===== src/rtl/opmaf_pkg.sv =====
// Package for the one-pole multimode audio filter: widths, codes and the
// command and status types shared by the controller, datapath and top level.
// No dependencies.
`default_nettype none

package opmaf_pkg;

  localparam int SAMPLE_WIDTH  = 16;
  localparam int COEF_WIDTH    = 18;
  localparam int GUARD_BITS    = 8;
  localparam int STATE_WIDTH   = SAMPLE_WIDTH + GUARD_BITS;
  localparam int COEF_FRAC     = COEF_WIDTH - 2;
  localparam int OP_WIDTH      = STATE_WIDTH + 2;
  localparam int PROD_WIDTH    = COEF_WIDTH + 1 + OP_WIDTH;
  localparam int SUM_WIDTH     = PROD_WIDTH + 2 - COEF_FRAC;
  localparam int MODE_WIDTH    = 2;
  localparam int CFG_IDX_WIDTH = 2;
  localparam int CFG_DATA_WIDTH = COEF_WIDTH;

  localparam logic [CFG_IDX_WIDTH-1:0] REG_MODE = CFG_IDX_WIDTH'(0);
  localparam logic [CFG_IDX_WIDTH-1:0] REG_MAIN = CFG_IDX_WIDTH'(1);
  localparam logic [CFG_IDX_WIDTH-1:0] REG_BAND = CFG_IDX_WIDTH'(2);

  localparam logic [SAMPLE_WIDTH-1:0] HALF_SAMPLE = SAMPLE_WIDTH'(1) << (SAMPLE_WIDTH - 2);

  typedef enum logic [MODE_WIDTH-1:0] {
    MODE_LP   = 2'd0,
    MODE_BP   = 2'd1,
    MODE_HP   = 2'd2,
    MODE_RSVD = 2'd3
  } mode_t;

  typedef enum logic [1:0] {
    STG_LP  = 2'd0,
    STG_BP1 = 2'd1,
    STG_BP2 = 2'd2,
    STG_HP  = 2'd3
  } stage_t;

  typedef enum logic [2:0] {
    CS_IDLE   = 3'd0,
    CS_OPER   = 3'd1,
    CS_MULT   = 3'd2,
    CS_ACCUM  = 3'd3,
    CS_OUTPUT = 3'd4
  } ctrl_state_t;

  typedef struct packed {
    logic   cap_x;
    logic   ld_op;
    stage_t stage;
    logic   do_mul;
    logic   wr_st;
    logic   ld_out;
    logic   out_fix;
  } dp_cmd_t;

  typedef struct packed {
    mode_t mode;
    logic  out_busy;
  } dp_sts_t;

endpackage

`default_nettype wire


===== src/rtl/one_pole_multimode_audio_filter_core.sv =====
// One-pole multimode audio filter (low-pass, band-pass, high-pass), top level.
// Instantiates opmaf_ctrl and opmaf_dp; depends on opmaf_pkg.
//
// Usage:
//   Input channel in_valid/in_ready carries one signed Q1.15 sample per beat.
//   Output channel out_valid/out_ready carries the filtered Q1.15 sample and
//   a clip flag that is set when any state or the output saturated.
//   Configuration is a write port (cfg_we, cfg_index, cfg_data): index 0 is
//   the mode, 1 the main Q2.16 coefficient, 2 the band-pass coefficient.
//   Write it only while no sample is in flight.
// Sequence:
//   One beat is in flight at a time. Each stage of the mode runs operand
//   setup, a multiply on the shared multiplier and a state update; band-pass
//   runs its stages BP1 then BP2. The output register is then loaded, and the
//   next beat is taken after it; reserved mode 3 goes straight to the load.
// Reset and stalls:
//   Reset clears the mode, coefficients and all filter state to zero.
//   The output register holds a finished result while the receiver stalls;
//   the next input beat is still accepted and processed, and only its final
//   write to the output register waits for the slot to free up.
`default_nettype none

module one_pole_multimode_audio_filter_core
  import opmaf_pkg::*;
(
  input  wire logic                            clk,
  input  wire logic                            rst_n,
  input  wire logic                            in_valid,
  output logic                                 in_ready,
  input  wire logic signed [SAMPLE_WIDTH-1:0]  in_sample_in,
  output logic                                 out_valid,
  input  wire logic                            out_ready,
  output logic signed [SAMPLE_WIDTH-1:0]       out_sample_out,
  output logic                                 out_clipped,
  input  wire logic                            cfg_we,
  input  wire logic [CFG_IDX_WIDTH-1:0]        cfg_index,
  input  wire logic [CFG_DATA_WIDTH-1:0]       cfg_data
);

  dp_cmd_t cmd;
  dp_sts_t sts;

  opmaf_ctrl u_ctrl (
    .clk      (clk),
    .rst_n    (rst_n),
    .in_valid (in_valid),
    .in_ready (in_ready),
    .sts      (sts),
    .cmd      (cmd)
  );

  opmaf_dp u_dp (
    .clk            (clk),
    .rst_n          (rst_n),
    .cfg_we         (cfg_we),
    .cfg_index      (cfg_index),
    .cfg_data       (cfg_data),
    .in_sample_in   (in_sample_in),
    .out_valid      (out_valid),
    .out_ready      (out_ready),
    .out_sample_out (out_sample_out),
    .out_clipped    (out_clipped),
    .cmd            (cmd),
    .sts            (sts)
  );

`ifndef SYNTH
  a_one_in_flight: assert property (@(posedge clk) disable iff (!rst_n)
    in_valid && in_ready |=> !in_ready)
    else $error("input accepted while a sample is in flight");

  a_cmd_exclusive: assert property (@(posedge clk) disable iff (!rst_n)
    $onehot0({cmd.cap_x, cmd.ld_op, cmd.do_mul, cmd.wr_st, cmd.ld_out}))
    else $error("more than one datapath command in a cycle");

  a_out_load: assert property (@(posedge clk) disable iff (!rst_n)
    cmd.ld_out |=> out_valid)
    else $error("output load did not raise out_valid");

  a_no_overwrite: assert property (@(posedge clk) disable iff (!rst_n)
    out_valid && !out_ready |-> !cmd.ld_out)
    else $error("output register overwritten while stalled");
`endif

endmodule

`default_nettype wire


===== src/rtl/opmaf_ctrl.sv =====
// Controller state machine for the one-pole multimode audio filter.
// Sequences operand setup, the shared multiply and the state write per stage, then the output load.
// Depends on opmaf_pkg.
`default_nettype none

module opmaf_ctrl
  import opmaf_pkg::*;
(
  input  wire logic    clk,
  input  wire logic    rst_n,
  input  wire logic    in_valid,
  output logic         in_ready,
  input  wire dp_sts_t sts,
  output dp_cmd_t      cmd
);

  ctrl_state_t state_r, state_nxt;
  stage_t      stage_r, stage_nxt;

  always_ff @(posedge clk) begin
    if (!rst_n) begin
      state_r <= CS_IDLE;
      stage_r <= STG_LP;
    end else begin
      state_r <= state_nxt;
      stage_r <= stage_nxt;
    end
  end

  always_comb begin
    state_nxt   = state_r;
    stage_nxt   = stage_r;
    in_ready    = 1'b0;
    cmd         = '0;
    cmd.stage   = stage_r;
    cmd.out_fix = (sts.mode == MODE_RSVD);
    unique case (state_r)
      CS_IDLE: begin
        in_ready = 1'b1;
        if (in_valid) begin
          cmd.cap_x = 1'b1;
          unique case (sts.mode)
            MODE_LP: begin
              stage_nxt = STG_LP;
              state_nxt = CS_OPER;
            end
            MODE_BP: begin
              stage_nxt = STG_BP1;
              state_nxt = CS_OPER;
            end
            MODE_HP: begin
              stage_nxt = STG_HP;
              state_nxt = CS_OPER;
            end
            default: begin
              state_nxt = CS_OUTPUT;
            end
          endcase
        end
      end
      CS_OPER: begin
        cmd.ld_op = 1'b1;
        state_nxt = CS_MULT;
      end
      CS_MULT: begin
        cmd.do_mul = 1'b1;
        state_nxt  = CS_ACCUM;
      end
      CS_ACCUM: begin
        cmd.wr_st = 1'b1;
        if (stage_r == STG_BP1) begin
          stage_nxt = STG_BP2;
          state_nxt = CS_OPER;
        end else begin
          state_nxt = CS_OUTPUT;
        end
      end
      CS_OUTPUT: begin
        if (!sts.out_busy) begin
          cmd.ld_out = 1'b1;
          state_nxt  = CS_IDLE;
        end
      end
      default: begin
        state_nxt = CS_IDLE;
      end
    endcase
  end

endmodule

`default_nettype wire


===== src/rtl/opmaf_dp.sv =====
// Datapath for the one-pole multimode audio filter: configuration registers,
// filter state, one shared coefficient multiplier and the output register.
// Depends on opmaf_pkg.
`default_nettype none

module opmaf_dp
  import opmaf_pkg::*;
(
  input  wire logic                             clk,
  input  wire logic                             rst_n,
  input  wire logic                             cfg_we,
  input  wire logic [CFG_IDX_WIDTH-1:0]         cfg_index,
  input  wire logic [CFG_DATA_WIDTH-1:0]        cfg_data,
  input  wire logic signed [SAMPLE_WIDTH-1:0]   in_sample_in,
  output logic                                  out_valid,
  input  wire logic                             out_ready,
  output logic signed [SAMPLE_WIDTH-1:0]        out_sample_out,
  output logic                                  out_clipped,
  input  wire dp_cmd_t                          cmd,
  output dp_sts_t                               sts
);

  localparam logic signed [SUM_WIDTH-1:0] ST_MAX =
    SUM_WIDTH'((64'sd1 <<< (STATE_WIDTH - 1)) - 64'sd1);
  localparam logic signed [SUM_WIDTH-1:0] ST_MIN =
    SUM_WIDTH'(-(64'sd1 <<< (STATE_WIDTH - 1)));
  localparam logic signed [PROD_WIDTH:0] PROD_HALF =
    (PROD_WIDTH + 1)'(64'sd1 <<< (COEF_FRAC - 1));
  localparam logic signed [STATE_WIDTH:0] Y_HALF =
    (STATE_WIDTH + 1)'(64'sd1 <<< (GUARD_BITS - 1));
  localparam logic signed [STATE_WIDTH:0] OUT_MAX =
    (STATE_WIDTH + 1)'((64'sd1 <<< (SAMPLE_WIDTH - 1)) - 64'sd1);
  localparam logic signed [STATE_WIDTH:0] OUT_MIN =
    (STATE_WIDTH + 1)'(-(64'sd1 <<< (SAMPLE_WIDTH - 1)));

  mode_t                        mode_r, mode_nxt;
  logic [COEF_WIDTH-1:0]        main_r, main_nxt;
  logic [COEF_WIDTH-1:0]        band_r, band_nxt;
  logic signed [STATE_WIDTH-1:0] prior_r, prior_nxt;
  logic signed [STATE_WIDTH-1:0] high_r, high_nxt;
  logic signed [STATE_WIDTH-1:0] low_r, low_nxt;
  logic signed [STATE_WIDTH-1:0] x_r, x_nxt;
  logic signed [STATE_WIDTH-1:0] y_r, y_nxt;
  logic signed [STATE_WIDTH-1:0] q_r, q_nxt;
  logic signed [OP_WIDTH-1:0]    op_r, op_nxt;
  logic [COEF_WIDTH-1:0]         coef_r, coef_nxt;
  logic signed [PROD_WIDTH-1:0]  prod_r, prod_nxt;
  logic                          clip_r, clip_nxt;
  logic                          out_valid_r, out_valid_nxt;
  logic signed [SAMPLE_WIDTH-1:0] out_sample_r, out_sample_nxt;
  logic                          out_clip_r, out_clip_nxt;

  logic signed [OP_WIDTH-1:0]    x_e, p_e, h_e, l_e;
  logic signed [COEF_WIDTH:0]    coef_s;
  logic signed [PROD_WIDTH:0]    prod_rnd;
  logic signed [PROD_WIDTH:0]    prod_sh;
  logic signed [SUM_WIDTH-1:0]   res_sum;
  logic signed [STATE_WIDTH-1:0] res;
  logic                          res_sat;
  logic signed [STATE_WIDTH:0]   y_rnd;
  logic signed [STATE_WIDTH:0]   y_sh;
  logic signed [SAMPLE_WIDTH-1:0] y_out;
  logic                          y_sat;

  always_comb begin
    x_e = OP_WIDTH'(x_r);
    p_e = OP_WIDTH'(prior_r);
    h_e = OP_WIDTH'(high_r);
    l_e = OP_WIDTH'(low_r);
    coef_s = $signed({1'b0, coef_r});

    prod_rnd = (PROD_WIDTH + 1)'(prod_r) + PROD_HALF;
    prod_sh  = prod_rnd >>> COEF_FRAC;
    res_sum  = SUM_WIDTH'(prod_sh) + SUM_WIDTH'(q_r);
    res_sat  = 1'b0;
    if (res_sum > ST_MAX) begin
      res     = STATE_WIDTH'(ST_MAX);
      res_sat = 1'b1;
    end else if (res_sum < ST_MIN) begin
      res     = STATE_WIDTH'(ST_MIN);
      res_sat = 1'b1;
    end else begin
      res = STATE_WIDTH'(res_sum);
    end

    y_rnd = (STATE_WIDTH + 1)'(y_r) + Y_HALF;
    y_sh  = y_rnd >>> GUARD_BITS;
    y_sat = 1'b0;
    if (y_sh > OUT_MAX) begin
      y_out = SAMPLE_WIDTH'(OUT_MAX);
      y_sat = 1'b1;
    end else if (y_sh < OUT_MIN) begin
      y_out = SAMPLE_WIDTH'(OUT_MIN);
      y_sat = 1'b1;
    end else begin
      y_out = SAMPLE_WIDTH'(y_sh);
    end
  end

  always_comb begin
    mode_nxt = mode_r;
    main_nxt = main_r;
    band_nxt = band_r;
    if (cfg_we) begin
      unique case (cfg_index)
        REG_MODE: mode_nxt = mode_t'(cfg_data[MODE_WIDTH-1:0]);
        REG_MAIN: main_nxt = cfg_data[COEF_WIDTH-1:0];
        REG_BAND: band_nxt = cfg_data[COEF_WIDTH-1:0];
        default: begin
        end
      endcase
    end
  end

  always_comb begin
    x_nxt    = x_r;
    clip_nxt = clip_r;
    if (cmd.cap_x) begin
      x_nxt    = {in_sample_in, {GUARD_BITS{1'b0}}};
      clip_nxt = 1'b0;
    end else if (cmd.wr_st) begin
      clip_nxt = clip_r | res_sat;
    end

    op_nxt   = op_r;
    q_nxt    = q_r;
    coef_nxt = coef_r;
    if (cmd.ld_op) begin
      case (cmd.stage)
        STG_LP: begin
          op_nxt   = x_e - p_e;
          q_nxt    = prior_r;
          coef_nxt = main_r;
        end
        STG_BP1: begin
          op_nxt   = x_e - p_e - h_e;
          q_nxt    = high_r;
          coef_nxt = band_r;
        end
        STG_BP2: begin
          op_nxt   = h_e - l_e;
          q_nxt    = low_r;
          coef_nxt = main_r;
        end
        default: begin
          op_nxt   = x_e - p_e + h_e;
          q_nxt    = '0;
          coef_nxt = main_r;
        end
      endcase
    end

    prod_nxt = prod_r;
    if (cmd.do_mul) begin
      prod_nxt = coef_s * op_r;
    end

    prior_nxt = prior_r;
    high_nxt  = high_r;
    low_nxt   = low_r;
    y_nxt     = y_r;
    if (cmd.wr_st) begin
      case (cmd.stage)
        STG_LP: begin
          prior_nxt = res;
          y_nxt     = res;
        end
        STG_BP1: begin
          high_nxt = res;
        end
        STG_BP2: begin
          low_nxt   = res;
          prior_nxt = x_r;
          y_nxt     = res;
        end
        default: begin
          high_nxt  = res;
          prior_nxt = x_r;
          y_nxt     = res;
        end
      endcase
    end

    out_valid_nxt  = out_valid_r;
    out_sample_nxt = out_sample_r;
    out_clip_nxt   = out_clip_r;
    if (cmd.ld_out) begin
      out_valid_nxt = 1'b1;
      if (cmd.out_fix) begin
        out_sample_nxt = HALF_SAMPLE;
        out_clip_nxt   = 1'b0;
      end else begin
        out_sample_nxt = y_out;
        out_clip_nxt   = clip_r | y_sat;
      end
    end else if (out_ready) begin
      out_valid_nxt = 1'b0;
    end
  end

  always_ff @(posedge clk) begin
    if (!rst_n) begin
      mode_r      <= MODE_LP;
      main_r      <= '0;
      band_r      <= '0;
      prior_r     <= '0;
      high_r      <= '0;
      low_r       <= '0;
      clip_r      <= 1'b0;
      out_valid_r <= 1'b0;
    end else begin
      mode_r      <= mode_nxt;
      main_r      <= main_nxt;
      band_r      <= band_nxt;
      prior_r     <= prior_nxt;
      high_r      <= high_nxt;
      low_r       <= low_nxt;
      clip_r      <= clip_nxt;
      out_valid_r <= out_valid_nxt;
    end
  end

  always_ff @(posedge clk) begin
    x_r          <= x_nxt;
    y_r          <= y_nxt;
    q_r          <= q_nxt;
    op_r         <= op_nxt;
    coef_r       <= coef_nxt;
    prod_r       <= prod_nxt;
    out_sample_r <= out_sample_nxt;
    out_clip_r   <= out_clip_nxt;
  end

  assign out_valid      = out_valid_r;
  assign out_sample_out = out_sample_r;
  assign out_clipped    = out_clip_r;
  assign sts.mode       = mode_r;
  assign sts.out_busy   = out_valid_r & ~out_ready;

endmodule

`default_nettype wire

===== config.mk =====
export PLATFORM = sky130hd
export DESIGN_NAME = one_pole_multimode_audio_filter_core
export DESIGN_NICKNAME = d
export VERILOG_FILES = /design/src/rtl/opmaf_pkg.sv /design/src/rtl/one_pole_multimode_audio_filter_core.sv /design/src/rtl/opmaf_ctrl.sv /design/src/rtl/opmaf_dp.sv
export SDC_FILE = /design/constraint.sdc
export NUM_CORES = 2
export LEC_CHECK = 0
export ABC_AREA = 1
export BUFFER_PORTS_ARGS = -buffer_cell sky130_fd_sc_hd__buf_2
export CORE_UTILIZATION = 60
export CTS_BUF_LIST = sky130_fd_sc_hd__clkbuf_8 sky130_fd_sc_hd__clkbuf_16
export CTS_CLUSTER_DIAMETER = 30
export DETAILED_ROUTE_END_ITERATION = 6
export GPL_TIMING_DRIVEN = 0
export PLACE_DENSITY = 0.77
export RECOVER_POWER = 100
export SYNTH_ARGS = -nofsm -noshare
export SYNTH_HDL_FRONTEND = slang
export SYNTH_SLANG_ARGS = --single-unit

===== constraint.sdc =====
create_clock -name clk -period 17.76 [get_ports clk]
set_input_delay 3.552 -clock clk [delete_from_list [all_inputs] [get_ports clk]]
set_output_delay 3.552 -clock clk [all_outputs]
set_load 0.005 [all_outputs]

Word-level counts from Yosys, hierarchy flattened

Index checks and enable logic that the tools add are counted.

Eq/ne operators: 15
Reductions and logical operators: 18
Multiply operators: 1
Bitwise logic cells: 7
Magnitude comparators: 4
Add/subtract/negate cells: 7
Mux-type cells: 31

Operators by type and width:

| kind                                                  | count |
|---|---|
| case mux 26 bit (3 select lines)                      | 1 |
| case mux 24 bit (3 select lines)                      | 1 |
| subtractor 24 x 24 -> 25 bit                          | 2 |
| two-way mux 24 bit                                    | 2 |
| case mux 24 bit (2 select lines)                      | 1 |
| adder 45 x 17 -> 46 bit (second input constant)       | 1 |
| multiplier 19 x 26 -> 45 bit                          | 1 |
| adder 30 x 24 -> 31 bit                               | 1 |
| > comparator 31 x 24 -> 1 bit (second input constant) | 1 |
| < comparator 31 x 24 -> 1 bit (second input constant) | 1 |
| adder 25 x 24 -> 26 bit                               | 1 |
| subtractor 25 x 24 -> 26 bit                          | 1 |
| adder 24 x 9 -> 25 bit (second input constant)        | 1 |
| two-way mux 18 bit                                    | 1 |
| > comparator 17 x 16 -> 1 bit (second input constant) | 1 |
| < comparator 17 x 16 -> 1 bit (second input constant) | 1 |
| two-way mux 16 bit                                    | 1 |
| case mux 3 bit (5 select lines)                       | 1 |
| two-way mux 1 bit                                     | 14 |
| two-way mux 14 bit                                    | 1 |
| AND reduction 2 bit                                   | 7 |
| two-way mux 3 bit                                     | 4 |
| == test 2 bit (second input constant)                 | 4 |
| == test 2 x 1 -> 1 bit (second input constant)        | 3 |
| 18 further kinds                                      | 30 |

Flip-flop bits (word level): 287
Output and inout port bits: 19
Word-level logic and storage cells: 102

Logic depth before layout (Yosys ltp)

Word-level depth: 6
Mapped depth: 34
Mapped depth without buffers: 33

Cells and area by module

From an unflattened synthesis, not the netlist that was laid out.

Cells, all modules: 4675
Area total of the unflattened synthesis: 35014.8 um^2

By module, submodules not included:

| module     | times used | cells each | area an instance (um^2) |
|---|---|---|---|
| opmaf_dp   | 1          | 4614       | 34618.2 |
| opmaf_ctrl | 1          | 61         | 396.6 |

Worst setup path before layout

Ideal clock, no wire load.

Kind: reg2reg
From: reg u_dp.op_r[5]
To: reg u_dp.prod_r[43] (data pin)
Path slack: 11.814 ns
Buffers on the path: 2
Data arrival time: 5.681 ns
Stages on the path, launching flop included: 27
Data required time: 17.495 ns
Library setup time: 0.265 ns
Path through: edfxtp_1 clkbuf_1 clkbuf_1 nand2_1 fa_1 inv_1 fa_1 inv_1 fa_1 inv_1 fa_1 fa_1 inv_1 fa_1 inv_1 ha_1 nand2_1 nor2_1 nand2_1 nor4_1 nand2_1 o211ai_1 nand2_1 nand2_1 nand3_1 o21ai_0 xor2_1

Cells in the longest elaborated chain, start to end: 1

RTL lines:

| element                      | line            | source |
|---|---|---|
| start, declared              | opmaf_dp.sv:45  | `logic signed [OP_WIDTH-1:0] op_r, op_nxt;` |
| start signal, assigned       | opmaf_dp.sv:227 | `op_r <= op_nxt;` |
| multiplier 19 x 26 -> 45 bit | opmaf_dp.sv:155 | `prod_nxt = coef_s * op_r;` |
| end signal, assigned         | opmaf_dp.sv:229 | `prod_r <= prod_nxt;` |
| end, declared                | opmaf_dp.sv:47  | `logic signed [PROD_WIDTH-1:0] prod_r, prod_nxt;` |

No other way between the ends.
A chain may end at the register's enable or synchronous reset.

Worst setup path after layout

From: reg u_dp.coef_r[5]
To: reg u_dp.prod_r[44] (data pin)

Cells in the longest elaborated chain, start to end: 1

RTL lines:

| element                      | line            | source |
|---|---|---|
| start, declared              | opmaf_dp.sv:46  | `logic [COEF_WIDTH-1:0] coef_r, coef_nxt;` |
| start signal, assigned       | opmaf_dp.sv:228 | `coef_r <= coef_nxt;` |
| multiplier 19 x 26 -> 45 bit | opmaf_dp.sv:155 |  |

No other way between the ends.

==> results.yml <==
status:
  status: "complete, but fails checks"
  violations: "capacitance limit, slew limit"
logic_synthesis:
  netlist_area_sq_um: 35300
  syn_avg_cell_area_sq_um: 7.40
  ys_seq_elements: 265
  synth-edff-count: 148
  synth.yosys.seq_area_share: 0.192
  yosysUniqueCellTypes: 52
  yosys_warnings: 0
  ys_async_sr_fraction: 0
  syn_inst: 4766
  ys.flop_type: "edfxtp_1"
  syn_nets: 5484
timing:
  fin_crit_ns: 7.86
  finalClockSkew_ns: 0.0260
  max_slew_margin: -0.0756
  rsz0062_at_grt: "no"
  drv_slew: 18
  hold_viol: 0
  finalWorstSetupSlack_ns: 9.90
  post-route-period-util: 0.442
  setup_viol: 0
  clock.fmax_mhz: 127
  tightest_slew_ns: 1.61
  tns_ns: 0
setup_path:
  r2r-start: "u_dp.coef_r[5]$_DFFE_PP_"
  startpoint: "u_dp.coef_r[5]$_DFFE_PP_"
  crit_arrival_ns: 8.16
  cp-start-kind: "flip-flop"
  cp-end-kind: "flip-flop"
  reg2reg_slack_ns: 9.90
  path_class: "reg -> reg"
  cp.required_ns: 18.06
  crit_path_max_fanout: 10
routing:
  via_per_inst: 5.40
  routed_wl_um: 103000
  drt_iter0_markers: 3107
  ant_nets: 0
  drc: 0
  routedWlPerCell_um: 18.0
  num_vias: 30800
  dr.pass1.iters: 6
hold_path:
  hp-class: "reg -> reg"
  min-delay-start: "u_dp.prior_r[19]$_SDFFE_PN0P_"
floorplanning:
  initial_core_util: 0.609
  rows: 88
  io_pins: 60
  dieArea_sq_um: 59800
  die_h_um: 244
  die_w_um: 244
  core_area_sq_um: 57900
global_routing:
  grt_start_max_net_pins: 20
  grt_usage: 0.350
  grt_overflow: 0
  grt_antenna_before_repair: 6
  grt_pass1_vias: 29700
  grt_first_pass_wirelength_um: 160000
placement:
  gp_congestion: 0.986
  place_area_sq_um: 36700
  dp_slack_ns: 10.14
  portBuffers: 58
  dpl.hpwl_um: 85600
cells_and_area:
  fillCellCount: 5082
  fin_area_sq_um: 38300
  fin_nets: 5607
  drive_above_1_share: 0.0367
  area_growth_pct: 8.58
  post-route-util: 0.661
clock_tree:
  cts_buffers: 53
  cts.reportedPaths.clkPinSlew_ns: 0.05
  cts_hold_buf: 0
  cts_tree: "built"
  cts-root-buf: "clkbuf_16"
  h-tree-depth: 2
  cts_resized: 0
  post_cts_buffers: 0
  cts.sinks: 265
  clkLatencyLatePin_ns: 0.59
  cts_buffer_depth: 3
job:
  maxCapViolCount: 1
[area by class of cell]
class                           count  area, sq um  area share
Sequential cell                   265         6790       0.177
Clock inverter                     40          358     0.00934
Buffer                            164          629      0.0164
Tap cell                          765          957      0.0250
Antenna cell                        1         2.50   0.0000653
Clock buffer                       59         1440      0.0377
Multi-Input combinational cell   3055        23000       0.600
Timing Repair Buffer               68          322     0.00840
Inverter                         1282         4810       0.126
[kinds of logic (layout without fill, tap and decap cells)]
logic type / Yosys count / count (layout) / share of synthesized area
fa+ha+maj: 677 / 677 / 0.339
xor+xnor: 133 / 133 / 0.0330
flops: 265 / 265 / 0.192
buf+inv: 1446 / 1613 / 0.155
other cells: 0 / 1 / 0
compound gates: 573 / 573 / 0.0904
simple gates: 1672 / 1672 / 0.190
[final timing paths]
check             depth (start not counted)                       endpoint
setup / recovery                         23      u_dp.prod_r[44]$_DFFE_PN_
setup reg to reg                         23      u_dp.prod_r[44]$_DFFE_PN_
hold reg to reg                           2  u_dp.prior_r[19]$_SDFFE_PN0P_
hold / removal                            2  u_dp.prior_r[19]$_SDFFE_PN0P_
[placed cells by master, fill, tap and decap left out, types with 10 or more instances in the layout]
master and count:
edfxtp_1 148, nor2_1 297, o221ai_1 29, or2_2 13
ha_1 214, nand3_1 118, o21ai_0 195, a21o_1 10
nand2_1 1139, a21oi_1 253, inv_1 1286, xnor2_1 46
nor4_1 11, buf_1 13, dfxtp_1 117, clkbuf_1 159
o21a_1 14, clkbuf_16 56, buf_2 58, nor3_1 43
fa_1 463, nand4_1 23, xor2_1 87, a31oi_1 22
o21bai_1 14
[critical path, stage by stage (launching register included)]
cell       delay (ns)
edfxtp_1         0.33
clkbuf_1         0.60
clkbuf_1         0.71
nand2_1          0.23
fa_1             0.66
fa_1             0.65
inv_1            0.19
fa_1             0.52
inv_1            0.04
fa_1             0.47
inv_1            0.06
fa_1             0.53
inv_1            0.05
fa_1             0.52
inv_1            0.04
ha_1             0.49
nand2_1          0.15
nor3_1           0.17
inv_1            0.09
nor2_1           0.16
nand2_1          0.10
o2111ai_1        0.13
a31oi_1          0.09
xor2_1           0.56
[synth_stat cells (4+ instances only)]
master / n / area [sq um]
nor2_1: 297 / 1110
ha_1: 214 / 2680
o21a_1: 14 / 105
o21bai_1: 14 / 105
a31oi_1: 22 / 138
a21oi_1: 253 / 1270
nand2_2: 6 / 37.5
o21ai_0: 172 / 861
nand4_1: 23 / 144
nor3_1: 43 / 215
o221ai_1: 29 / 254
buf_1: 16 / 60.1
o21ai_1: 27 / 135
nor4_1: 10 / 62.6
clkinv_1: 4 / 15.0
dfxtp_1: 117 / 2340
o211ai_1: 9 / 67.6
nand3_1: 117 / 586
buf_6: 4 / 45.0
xor2_1: 87 / 762
edfxtp_1: 148 / 4440
xnor2_1: 46 / 403
o31ai_1: 4 / 30.0
buf_2: 6 / 30.0
a21o_1: 10 / 75.1
inv_2: 5 / 18.8
inv_1: 1273 / 4780
nor2_2: 8 / 50.1
nand2_1: 1136 / 4260
or2_2: 13 / 81.3
fa_1: 463 / 9270
clkbuf_1: 136 / 510
[state kept, by name, summed over array words and instances, names as in the netlist]
register and flops:
u_dp.clip_r 1, u_dp.prior_r 24, u_ctrl.stage_r 2, u_dp.high_r 24, u_dp.mode_r 2, u_dp.y_r 17
u_dp.band_r 18, u_dp.out_sample_out 16, u_dp.prod_r 30, u_dp.q_r 24, u_ctrl.state_r 3, u_dp.out_clipped 1
u_dp.low_r 24, u_dp.main_r 18, u_dp.op_r 26, u_dp.x_r 16, u_dp.coef_r 18, u_dp.out_valid 1
[routing by layer]
| layer | vias up | track usage | share of wire | routed length, um |
|---|---|---|---|---|
| met3 | 229 | 0.0789 | 0.11 | 10800 |
| li1 | 14538 | - | - | - |
| met1 | 14594 | 0.477 | 0.41 | 42300 |
| met4 | 4 | 0.129 | 0.039 | 3970 |
| met5 | - | 0 | 0.00026 | 27 |
| met2 | 1435 | 0.545 | 0.44 | 45700 |
[through the flow]
step	std cells	hold slack (ns)
finish	5699	0.465
CTS	5698	0.463
global route	5698	0.474
detailed placement	5599	0.455
floorplan	4766	0.432
global placement	5589	0.454
Power is not shown: default switching activity piles up to over one toggle a cycle in this logic, so the estimate is an artifact.
